File: src/rtl/core/rsve_pkg.sv
// Package for the ribbon strip vertex expander: shared types and constants.
// No dependencies.
`timescale 1ns / 1ps
package rsve_pkg;

	localparam int unsigned COORD_W = 32;
	localparam int unsigned WIDTH_W = 31;
	localparam int unsigned CFG_IDX_W = 2;

	localparam logic [CFG_IDX_W-1:0] REG_EYE_X = 2'd0;
	localparam logic [CFG_IDX_W-1:0] REG_EYE_Y = 2'd1;
	localparam logic [CFG_IDX_W-1:0] REG_EYE_Z = 2'd2;

	typedef struct packed {
		logic signed [31:0] point_x;
		logic signed [31:0] point_y;
		logic signed [31:0] point_z;
		logic [30:0] half_width;
		logic signed [31:0] tex_u;
		logic [31:0] point_colour;
		logic chain_end;
	} point_t;

	typedef struct packed {
		logic signed [31:0] vert_x;
		logic signed [31:0] vert_y;
		logic signed [31:0] vert_z;
		logic [31:0] vert_colour;
		logic signed [31:0] vert_u;
		logic vert_v;
		logic strip_done;
	} vertex_t;

	// controller -> datapath
	typedef struct packed {
		logic load_in;     // capture the accepted point
		logic start_held;  // start offset job for the held point
		logic start_last;  // start offset job for the newly taken last point
		logic step;        // release the finished job back to idle
		logic emit_plus;   // select plus vertex
		logic done_flag;   // mark strip_done on plus vertex
		logic commit;      // shift window after the held point's pair
	} dp_cmd_t;

	// datapath -> controller
	typedef struct packed {
		logic job_done;
		logic in_last;
		logic [1:0] seen;
	} dp_stat_t;

endpackage

File: src/rtl/core/rsve_ctrl.sv
// Controller: sequences accept, offset jobs and vertex beats.
// Depends on rsve_pkg.
`timescale 1ns / 1ps
module rsve_ctrl (
	input  logic clk,
	input  logic arst_n,
	input  logic in_valid,
	output logic in_ready,
	output logic out_valid,
	input  logic out_ready,
	input  rsve_pkg::dp_stat_t stat,
	output rsve_pkg::dp_cmd_t cmd
);

	typedef enum logic [7:0] {
		S_IDLE  = 8'b00000001,
		S_DEC   = 8'b00000010,
		S_JOB1  = 8'b00000100,
		S_M1    = 8'b00001000,
		S_P1    = 8'b00010000,
		S_JOB2  = 8'b00100000,
		S_M2    = 8'b01000000,
		S_P2    = 8'b10000000
	} state_t;

	state_t st_q;
	logic started_q;
	logic first_q;  // accepted point opened a new window

	always_comb begin
		cmd = '0;
		in_ready = (st_q == S_IDLE);
		out_valid = 1'b0;
		cmd.load_in = in_valid && in_ready;
		unique case (st_q)
			S_JOB1: begin
				cmd.start_held = !started_q;
				cmd.step = 1'b0;
			end
			S_M1: out_valid = 1'b1;
			S_P1: begin
				out_valid = 1'b1; cmd.emit_plus = 1'b1;
				cmd.commit = out_ready;
				cmd.step = out_ready;
			end
			S_JOB2: cmd.start_last = !started_q;
			S_M2: out_valid = 1'b1;
			S_P2: begin
				out_valid = 1'b1; cmd.emit_plus = 1'b1; cmd.done_flag = 1'b1;
				cmd.step = out_ready;
			end
			default: ;
		endcase
	end

	always_ff @(posedge clk or negedge arst_n) begin
		if (!arst_n) begin
			st_q <= S_IDLE;
			started_q <= 1'b0;
			first_q <= 1'b0;
		end else begin
			unique case (st_q)
				S_IDLE: if (in_valid) begin
					first_q <= (stat.seen == 2'd0);
					st_q <= S_DEC;
				end
				S_DEC: begin
					started_q <= 1'b0;
					st_q <= first_q ? S_IDLE : S_JOB1;
				end
				S_JOB1: begin
					started_q <= 1'b1;
					if (started_q && stat.job_done) st_q <= S_M1;
				end
				S_M1: if (out_ready) st_q <= S_P1;
				S_P1: if (out_ready) begin
					started_q <= 1'b0;
					st_q <= stat.in_last ? S_JOB2 : S_IDLE;
				end
				S_JOB2: begin
					started_q <= 1'b1;
					if (started_q && stat.job_done) st_q <= S_M2;
				end
				S_M2: if (out_ready) st_q <= S_P2;
				S_P2: if (out_ready) st_q <= S_IDLE;
				default: st_q <= S_IDLE;
			endcase
		end
	end

endmodule

File: config.mk
export PLATFORM = sky130hd
export DESIGN_NAME = rsve_ctrl
export DESIGN_NICKNAME = d
export VERILOG_FILES = /design/src/rtl/core/rsve_pkg.sv /design/src/rtl/core/rsve_ctrl.sv
export SDC_FILE = /design/constraint.sdc
export NUM_CORES = 1
export LEC_CHECK = 0
export ABC_AREA = 1
export BUFFER_PORTS_ARGS = -buffer_cell sky130_fd_sc_hd__buf_2
export CORE_ASPECT_RATIO = 0.9
export CORE_MARGIN = 1.5
export CORE_UTILIZATION = 51
export DETAILED_ROUTE_END_ITERATION = 12
export PLACE_DENSITY_LB_ADDON = 0.08
export SYNTH_ARGS = -nofsm -noshare
export SYNTH_HDL_FRONTEND = slang
export SYNTH_SLANG_ARGS = --single-unit
File: constraint.sdc
create_clock -name clk -period 1.9 [get_ports clk]
set_clock_uncertainty 0.1 [all_clocks]
set_input_delay 0.095 -clock clk [delete_from_list [all_inputs] [get_ports clk]]
set_output_delay 0.095 -clock clk [all_outputs]
set_load 0.01 [all_outputs]
-- Yosys cells after proc, flatten, opt, wreduce, memory -nomap -nowiden
Cells that the tools add are included.
- eq/ne operators: 15
- multiplexer cells: 19
- reduce and logical (&&, ||, !) cells: 11
- operators by type and width (cell ; number):
    one-hot mux 8 bit (8 select lines) ; 1
    2-to-1 mux 8 bit ; 7
    inequality test 2 bit (second input constant) ; 7
    equality test 8 x 1 -> 1 bit (second input constant) ; 1
    equality test 8 x 2 -> 1 bit (second input constant) ; 1
    equality test 8 x 3 -> 1 bit (second input constant) ; 1
    equality test 8 x 4 -> 1 bit (second input constant) ; 1
    equality test 8 x 5 -> 1 bit (second input constant) ; 1
    equality test 8 x 6 -> 1 bit (second input constant) ; 1
    equality test 8 x 7 -> 1 bit (second input constant) ; 1
    equality test 8 bit (second input constant) ; 1
    2-to-1 mux 1 bit ; 8
    AND reduction 7 bit ; 1
    2-to-1 mux 6 bit ; 1
    AND reduction 2 bit ; 2
    OR reduction 2 bit ; 2
    OR reduction 4 bit ; 1
    2-to-1 mux 3 bit ; 1
    one-hot mux 1 bit (3 select lines) ; 1
    nonzero test 3 bit ; 1
    logical AND 1 bit ; 2
    logical NOT 2 bit ; 1
    logical NOT 1 bit ; 1
- register bits: 10
- input port bits: 8
- output and inout port bits: 9

-- Longest topological paths before layout
Gate-level depths: netlist (run 1).
- depth in word-level cells: 4
- mapped depth: 10
- depth with buffers taken out: 10

-- Worst setup path before layout (run 1)
No wires, ideal clock.
- path kind: reg2reg
- start point: register st_q[0]
- end point: register st_q[7]
- arrival time: 1.185 ns
- setup slack: 0.548 ns
- stages on the path, launching flop included: 11
- period minus slack after synthesis: 1.352 ns
- cell sequence: dfstp_2 inv_2 nand2_4 nor2_1 nand2_2 nand2_2 nand2_1 nand2_2 nor2_4 nand2_1 nand2_1
- word-level cells in the longest chain between the ends: 3
- elaborated cells on any way between the ends: 17
- ends and longest elaborated chain (what ; RTL line ; text):
    start: declaration ; rsve_ctrl.sv:26 ; state_t st_q;
    start signal: assignment ; rsve_ctrl.sv:69 ; st_q <= first_q ? S_IDLE : S_JOB1;
    start signal: assignment ; rsve_ctrl.sv:78 ; st_q <= stat.in_last ? S_JOB2 : S_IDLE;
    equality test 8 x 3 -> 1 bit, or another cell as far along ; rsve_ctrl.sv:62 ; unique case (st_q)
    inequality test 2 bit (no line) ; -- ;
    AND reduction 7 bit (no line) ; -- ;
Parallel ways exist; a longest one is shown, timed or not.
A chain may end at the register's enable or synchronous reset.

==> results of run 1 <==
-- registers in the layout (all words and copies together), names as in the netlist --
name and count:
st_q 8, first_q 1, started_q 1
-- cell families after synthesis --
family          synth area share (%)
simple gates                   52.43
buf+inv                        11.39
flops                          33.67
compound gates                 2.511
-- worst paths after layout --
check	start	endpoint	depth (start not counted)
setup / recovery	st_q[3]$_DFFE_PN0P_	cmd[3]	8
hold / removal	stat[1]	first_q$_DFFE_PN0P_	4
setup reg to reg	st_q[0]$_DFFE_PN1P_	st_q[0]$_DFFE_PN1P_	10
hold reg to reg	first_q$_DFFE_PN0P_	first_q$_DFFE_PN0P_	2
max in group asynchronous	arst_n	st_q[0]$_DFFE_PN1P_	2
min in group asynchronous	arst_n	st_q[3]$_DFFE_PN0P_	2
-- stage by stage --
stage	worst slack (ns)	hold slack (ns)	cells	util, %	cell area (um2)
detailed placement	0.4588	-0.1279	142	65.41	844.6
floorplan	0.5485	-0.3006	112	-	747.0
global route	0.1277	0.02977	148	68.99	890.9
finish	0.2276	-0.008261	148	68.99	890.9
CTS	0.2224	0.0002872	148	68.99	890.9
global placement	0.4771	-0.1334	142	65.41	844.6
-- layer usage --
layer	GRT usage [%]	vias to the layer above	wire length [um]
met1	28.33	297	721
met2	35.82	27	674
li1	-	373	-
met4	14.39	0	37
met3	1.382	5	99
met5	0	-	0
-- cells in the mapped netlist (all sizes together) --
| library cell | count | area share (%) |
|---|---|---|
| nand2 | 45 | 29 |
| nor2 | 23 | 16 |
| inv | 22 | 11 |
| dfrtp | 9 | 30 |
| nand3 | 8 | 6.0 |
| o21ai | 2 | 1.3 |
| a22o | 1 | 1.2 |
| dfstp | 1 | 3.5 |
| nand3b | 1 | 1.0 |
-- layout make-up --
cell class | count | area, um2 | share of cell area, %
clock buffers | 4 | 26.28 | 2.949
inverters | 22 | 85.08 | 9.551
well taps | 14 | 17.52 | 1.966
multi-input cells | 80 | 410.4 | 46.07
flip-flops and latches | 10 | 251.5 | 28.23
repair buffers | 18 | 100.1 | 11.24
-- layout by cell type (no fill, tap or decap), drive strengths merged --
cell type,synthesis,routed
a22o,1,1
buf,0,16
clkbuf,0,4
dfrtp,9,9
dfstp,1,1
dlygate4sd3,0,2
inv,22,22
nand2,45,45
nand3,8,8
nand3b,1,1
nor2,23,23
o21ai,2,2
-- power by group through the flow --
stage	Clock, mW	Sequential [mW]	Combinational [mW]
2_1_floorplan	0	0.321	0.581
3_3_place_gp	0	0.327	0.704
3_5_place_dp	0	0.330	0.712
4_1_cts	0.156	0.326	0.720
5_1_grt	0.169	0.333	0.789
6_report	0.158	0.326	0.712
-- critical path, stage by stage (launching register included) --
cell and delay, ns:
dfrtp_1 0.41, inv_2 0.09, nand2_4 0.08, nor2_8 0.17, nand2_2 0.11, nand2_1 0.10
inv_1 0.05, nor2_1 0.07, buf_2 0.13
-- what timing repair did --
action | 4_1_cts | 5_1_grt
hold buffers | 2 | 0
resized for setup | 0 | 0
endpoints found under the hold margin | 11 | 0
==> qor.yml, run 1 <==
run_status:
  outcome: "finished with violations"
  violations: "hold timing"
detailed_routing:
  wirelength_mm: 1.533
  via_count: 702
  ant_nets: 0
  avgRoutedWirePerCell_um: 10.36
  firstDrtPassIters: 4
  drtIter0Drc: 24
  vias_per_cell: 4.743
  drc: 0
worst_setup_path:
  critPathMaxFanout: 7
  crit_required_ns: 1.70
  worstSetupPathType: "register to primary output"
  r2r_slack_ns: 0.45
  cp.arrival_ns: 1.48
  start_kind: "register"
  endpoint_kind: "primary output"
cts:
  cts_tree: "yes"
  htreeDepth: 1
  clkTransAtPathRegs_ns: 0.07
  cts_setup_buffers: 0
  clockBufferDepth: 2
  cts_inserted_buffers: 3
  insertion_delay_ns: 0.27
  cts.sinks: 10
  cts-root-buf: "clkbuf_4"
yosys:
  syn_area_um2: 747.0
  ys_ff_latch: 10
  synth_fp_nets: 120
  yosysWarnings: 0
  synth_cell_types: 18
  avgSynthCellArea_um2: 6.669
  netlist_instances: 112
  synth-seq-area-share_pct: 33.67
power:
  p_int_mw: 0.6193
  p_leak_nw: 0.5794
  switching_share_pct: 48.24
  power.density_nw_per_um2: 1343
  p_clk_share_pct: 13.2
  ir_drop_uv: 831.0
  comb_power_share_pct: 59.5
  seq_power_share_pct: 27.3
  total_power_mw: 1.196
  p_sw_mw: 0.5771
timing:
  final.min_clock_period_ns: 1.672
  fmax_ghz: 0.5979
  slew_headroom_pct: 84.72
  worst_pin_slew_ns: 0.2283
  slew_viol_final: 0
  setup_viol: 0
  finalSetupTns_ns: 0
  hold_viol_final: 1
  rsz0062_at_grt: "false"
  whs_ns: -0.008261
  fin_crit_sh_pct: 88.02
floorplanning:
  core_um2: 1291
  die_h_um: 39.31
  io_pins: 17
  rows: 12
  start_util_pct: 57.85
  die_w_um: 43.34
  dieArea_um2: 1703
placement:
  dp_hpwl_mm: 1.222
  portBuffers: 16
  place_congestion: 0.8384
global_route:
  grt_start_max_net_pins: 11
  grt-ovfl-total: 0
  grt_pass1_wl_mm: 2.649
  grt.total_usage_pct: 21.91
  antenna_found_initial: 0
  grt_pass1_vias: 661
cells_and_area:
  final_layout_size_suffix_gt1_share_pct: 30.60
  fill_cells: 111
  antenna_cells: 0
  area_delta_synth_final_pct: 19.26
  layout.nets: 143
run:
  cap_violations: 0
hold_path:
  hp-class: "primary input to register"
No activity file was read; power rests on OpenSTA's default activity.
==> run 2, diff against run 1 <==
--- a/config.mk
+++ b/config.mk
@@ -12,6 +12,7 @@
 export CORE_UTILIZATION = 51
 export DETAILED_ROUTE_END_ITERATION = 12
 export PLACE_DENSITY_LB_ADDON = 0.08
+export RECOVER_POWER = 25
 export SYNTH_ARGS = -nofsm -noshare
 export SYNTH_HDL_FRONTEND = slang
 export SYNTH_SLANG_ARGS = --single-unit
==> constraint.sdc (replaced) <==
create_clock -name clk -period 1.9 [get_ports clk]
set_clock_uncertainty 0.1 [all_clocks]
set_input_delay 0.095 -clock clk [delete_from_list [all_inputs] [get_ports clk]]
set_output_delay 0.095 -clock clk [all_outputs]
set_load 0.1 [all_outputs]
==> run 2 against run 1 <==
  * Via count rose by 6.4%
  * The run still ends with hold timing left
  * Flip-flop and latch count is the same
  * Critical endpoint is now cmd[4]
  * Largest power group unchanged
  * Worst setup slack got worse by 0.12 ns
==> qor.yml, run 2 (synthesis results as in run 1) <==
worst_setup_path:
  r2r_slack_ns: 0.38
  worstSetupStartpoint: "st_q[3]$_DFFE_PN0P_"
  crit_required_ns: 1.70
  critPathMostFrequentCell: "nand2_4"
  slowest_delay_ns: 0.42
  critPathMaxFanout: 7
  cp.arrival_ns: 1.60
  ff2ff_path_depth: 10
  worstPathCellList: "inv_2 > nand2_4 > nor2_8 > nand2_4 > nor2_2 > buf_2"
  critPathCapture: "cmd[4]"
  start_kind: "register"
  worstSetupPathType: "register to primary output"
  crit_path_top_delay_cell: "buf_2"
  endpoint_kind: "primary output"
  r2r-start: "st_q[0]$_DFFE_PN1P_"
  r2r_end: "st_q[6]$_DFFE_PN0P_"
cells_and_area:
  layout.nets: 142
  largest_register: "st_q"
  final_common_cell: "nand2_1"
  reg_top3: "st_q (8), first_q (1), started_q (1)"
  fin_cells: 147
  largest_reg_flops: 8
  area_delta_synth_final_pct: 31.83
  antenna_cells: 0
  fin_area_um2: 984.7
  final_layout_size_suffix_gt1_share_pct: 36.84
  layout_common_cells: "nand2_1, inv_1, nor2_1, dfrtp_1"
floorplanning:
  start_util_pct: 57.85
  die_w_um: 43.34
  die_h_um: 39.31
  dieArea_um2: 1703
  rows: 12
  core_um2: 1291
  io_pins: 17
cts:
  insertion_delay_ns: 0.28
  cts_inserted_buffers: 3
  clockBufferDepth: 2
  cts_setup_buffers: 0
  cts.sinks: 10
  cts-root-buf: "clkbuf_4"
  clkTransAtPathRegs_ns: 0.07
  cts_tree: "yes"
  htreeDepth: 1
global_route:
  grt_pass1_wl_mm: 2.960
  grt_start_max_net_pins: 11
  antenna_found_initial: 0
  grt.total_usage_pct: 24.87
  grt-ovfl-total: 0
  grt_pass1_vias: 696
detailed_routing:
  via_count: 747
  drc: 0
  wirelength_mm: 1.686
  vias_per_cell: 5.082
  avgRoutedWirePerCell_um: 11.47
  firstDrtPassIters: 4
  drtIter0Drc: 28
  ant_nets: 0
power:
  p_leak_nw: 0.5987
  ir_drop_uv: 1780
  power.density_nw_per_um2: 1621
placement:
  place_congestion: 0.8398
  dp_hpwl_mm: 1.363
  dpl_cell_area_um2: 919.6
  place_inst: 142
  portBuffers: 16
run_status:
  outcome: "finished with violations"
  violations: "hold timing"
run:
  cap_violations: 0
timing:
  finalSetupTns_ns: 0
  worst_pin_slew_ns: 0.5253
  slew_headroom_pct: 64.98
  setup_viol: 0
  final.min_clock_period_ns: 1.791
  hold_viol_final: 1
  whs_ns: -0.01019
  fin_crit_sh_pct: 94.29
  fmax_ghz: 0.5582
  rsz0062_at_grt: "false"
  slew_viol_final: 0
hold_path:
  hp-class: "primary input to register"
## run 2: repair_timing
| item | CTS | global route |
|---|---|---|
| hold buffers | 1 | 0 |
| hold endpoints to repair | 10 | 0 |
| setup endpoints to repair | 0 | 7 |
| resized for setup | 0 | 8 |
## run 2: through the flow
step	setup slack (ns)	hold WS, ns	util (%)	total power, mW
4_1_cts	0.01566	0.002380	74.81	1.567
3_3_place_gp	0.3570	-0.1398	71.22	1.343
3_5_place_dp	0.3164	-0.1383	71.22	1.369
5_1_grt	0.04191	0.02296	76.26	1.697
6_report	0.1085	-0.01019	76.26	1.596
2_1_floorplan	-0.03381	-0.3006	-	1.212
## run 2: area by class of cell
class,count,area [um2]
Clock buffer,4,36.28
Fill cell,92,306.5
Inverter,22,85.08
Multi-Input combinational cell,80,462.9
Sequential cell,10,251.5
Tap cell,14,17.52
Timing Repair Buffer,17,131.4
## run 2: metal layers
layer	vias to the layer above	GRT usage (%)	share of wire, %
met3	6	5.530	5.4
met1	339	30.26	44
li1	371	-	-
met2	31	41.04	48
met5	-	0	0
met4	0	14.39	2.5
## run 2: worst max-delay path, delay by kind of cell (launching register included)
kind	cells	cell delay, ns
flip-flops	1	0.41
AND/OR/NAND/NOR	4	0.41
buffers and inverters	2	0.51
## run 2: how the worst min path moves through the flow
| stage | start | to | slack, ns | depth (start not counted) |
|---|---|---|---|---|
| final | stat[0] | first_q$_DFFE_PN0P_ | -0.01 | 4 |
| after detailed placement | arst_n | started_q$_DFFE_PN0P_ | -0.14 | 1 |
| after CTS | stat[0] | first_q$_DFFE_PN0P_ | 0.002 | 4 |
| after global placement | arst_n | first_q$_DFFE_PN0P_ | -0.14 | 1 |
| after global routing | stat[0] | first_q$_DFFE_PN0P_ | 0.02 | 4 |
| after floorplan | arst_n | first_q$_DFFE_PN0P_ | -0.30 | 0 |
## run 2: power breakdown
group          leakage [nW]  internal (mW)  switching, mW
Combinational         0.445          0.290          0.777
Sequential            0.133          0.280         0.0478
Clock                0.0210          0.117         0.0848
Total                 0.599          0.687          0.909
==> run 3, diff against run 2 <==
--- a/config.mk
+++ b/config.mk
@@ -9,10 +9,10 @@
 export BUFFER_PORTS_ARGS = -buffer_cell sky130_fd_sc_hd__buf_2
 export CORE_ASPECT_RATIO = 0.9
 export CORE_MARGIN = 1.5
-export CORE_UTILIZATION = 51
+export CORE_UTILIZATION = 40
 export DETAILED_ROUTE_END_ITERATION = 12
 export PLACE_DENSITY_LB_ADDON = 0.08
-export RECOVER_POWER = 25
+export RECOVER_POWER = 100
 export SYNTH_ARGS = -nofsm -noshare
 export SYNTH_HDL_FRONTEND = slang
 export SYNTH_SLANG_ARGS = --single-unit
==> run 3 against run 2 <==
  * The run now ends clean
  * Power shrank 2.9%
  * Clock power shrank 5%
  * Flip-flop and latch count unchanged
  * Via count fell by 4.4%
  * Count of clock-buffer cells in the layout is the same
  * Worst setup slack worse by 0.025 ns
  * Sequential power hardly changed
  * Critical path type unchanged
  * Highest routed layer unchanged
==> qor.yml, run 3 (synthesis results as in run 1) <==
timing:
  hold_viol_final: 0
  slew_viol_final: 0
  worst_pin_slew_ns: 0.5486
  slew_headroom_pct: 63.43
  fin_crit_sh_pct: 95.60
  fmax_ghz: 0.5505
  setup_viol: 0
  final.min_clock_period_ns: 1.816
detailed_routing:
  via_count: 714
  ant_nets: 0
  wirelength_mm: 1.648
  drc: 0
  vias_per_cell: 4.491
  avgRoutedWirePerCell_um: 10.36
  firstDrtPassIters: 4
  drtIter0Drc: 18
cells_and_area:
  final_common_cell: "nand2_1"
  layout.nets: 144
  fin_area_um2: 1007
  layout_common_cells: "nand2_1, inv_1, nor2_1, dfrtp_1"
  fin_util_pct: 58.67
  largest_reg_flops: 8
  final_layout_size_suffix_gt1_share_pct: 34.07
  area_delta_synth_final_pct: 34.84
  reg_top3: "st_q (8), first_q (1), started_q (1)"
  fill_cells: 186
  largest_register: "st_q"
  antenna_cells: 0
floorplanning:
  start_util_pct: 43.51
  dieArea_um2: 2136
  die_h_um: 44.00
  io_pins: 17
  die_w_um: 48.55
  core_um2: 1717
  rows: 14
hold_path:
  hp-class: "primary input to register"
  hold_path_end: "st_q[0]$_DFFE_PN1P_"
  hold_start: "in_valid"
  whs_path_depth: 4
global_route:
  grt_start_max_net_pins: 11
  grt.total_usage_pct: 18.24
  antenna_found_initial: 0
  grt-ovfl-total: 0
  grt_pass1_vias: 665
  grt_pass1_wl_mm: 2.849
cts:
  cts_setup_buffers: 0
  cts.sinks: 10
  cts_inserted_buffers: 3
  clkTransAtPathRegs_ns: 0.07
  cts-root-buf: "clkbuf_4"
  htreeDepth: 1
  cts_tree: "yes"
  insertion_delay_ns: 0.27
  clockBufferDepth: 2
placement:
  portBuffers: 16
  dpl_cell_area_um2: 932.1
  place_congestion: 0.8577
  dp_hpwl_mm: 1.275
power:
  ir_drop_uv: 1218
  p_leak_nw: 0.6071
  power.density_nw_per_um2: 1538
  total_power_mw: 1.549
run:
  cap_violations: 0
worst_setup_path:
  r2r_slack_ns: 0.22
  critPathMaxFanout: 7
  r2r-start: "st_q[0]$_DFFE_PN1P_"
  critPathMostFrequentCell: "nand2_4"
  worstSetupPathType: "register to primary output"
  start_kind: "register"
  crit_required_ns: 1.70
  slowest_delay_ns: 0.40
  cp_num_buf_inv: 3
  worstPathCellList: "inv_2 > nand2_4 > nor2_8 > nand2_1 > nand2_4 > inv_1 > nor2_4 > buf_12"
  ff2ff_path_depth: 10
  cp.arrival_ns: 1.62
  crit_family: "simple AND/OR/NAND/NOR gates"
  r2r_end: "st_q[6]$_DFFE_PN0P_"
  crit_path_top_delay_cell: "dfrtp_1"
  endpoint_kind: "primary output"
run_status:
  outcome: "finished, final reports clean"
==> run 3: changes by cell type in the layout (fill, tap and decap cells not counted), sizes merged <==
cell | before | now
dlygate4sd3 | 1 | 3
==> run 3: final cells by class <==
cell class	instances	area (um2)	share of cell area (%)
flip-flops and latches	10	251.5	24.97
clock buffers	4	36.28	3.602
repair buffers	19	151.4	15.03
well taps	24	30.03	2.981
inverters	22	85.08	8.447
multi-input cells	80	452.9	44.97
==> run 3: tightest hold or removal path, delay by kind of cell <==
family | cells | cell delay, ns
AND/OR/NAND/NOR | 2 | 0.15
buffers and inverters | 2 | 0.17
==> run 3: power breakdown <==
part	switching (mW)	internal, mW
Clock	0.0749	0.116
Combinational	0.755	0.278
Sequential	0.0451	0.280
==> run 3: how the worst max path moves through the flow <==
stage / from / cells after the start / slack [ns] / endpoint
global route: st_q[2]$_DFFE_PN0P_ / 8 / -0.006 / cmd[3]
detailed placement: st_q[2]$_DFFE_PN0P_ / 6 / 0.33 / cmd[0]
global placement: st_q[3]$_DFFE_PN0P_ / 6 / 0.35 / cmd[0]
finish: st_q[2]$_DFFE_PN0P_ / 8 / 0.08 / cmd[3]
floorplan: st_q[3]$_DFFE_PN0P_ / 7 / -0.03 / cmd[3]
CTS: st_q[2]$_DFFE_PN0P_ / 6 / 0.04 / cmd[0]
==> run 3: metal layers <==
layer	track usage, %	part of all wire (%)
met3	2.759	4.1
met4	12.00	2.7
met2	29.17	44
met1	23.44	49
met5	0	0
==> run 3: per-stage QoR <==
step / TNS [ns] / hold slack, ns / worst slack [ns] / std cells
after floorplan: -0.03381 / -0.3006 / -0.03381 / 112
after global placement: 0 / -0.1357 / 0.3480 / 152
after detailed placement: 0 / -0.1320 / 0.3337 / 152
after CTS: 0 / 0.04559 / 0.03581 / 159
after global routing: -0.005613 / 0.06848 / -0.005613 / 159
final: 0 / 0.04634 / 0.08361 / 159
==> run 3: repair_timing <==
action                                  CTS  global route
resized for setup                         0             7
endpoints found under the hold margin    11             0
hold buffers                              3             0
endpoints found under the setup margin    0             6
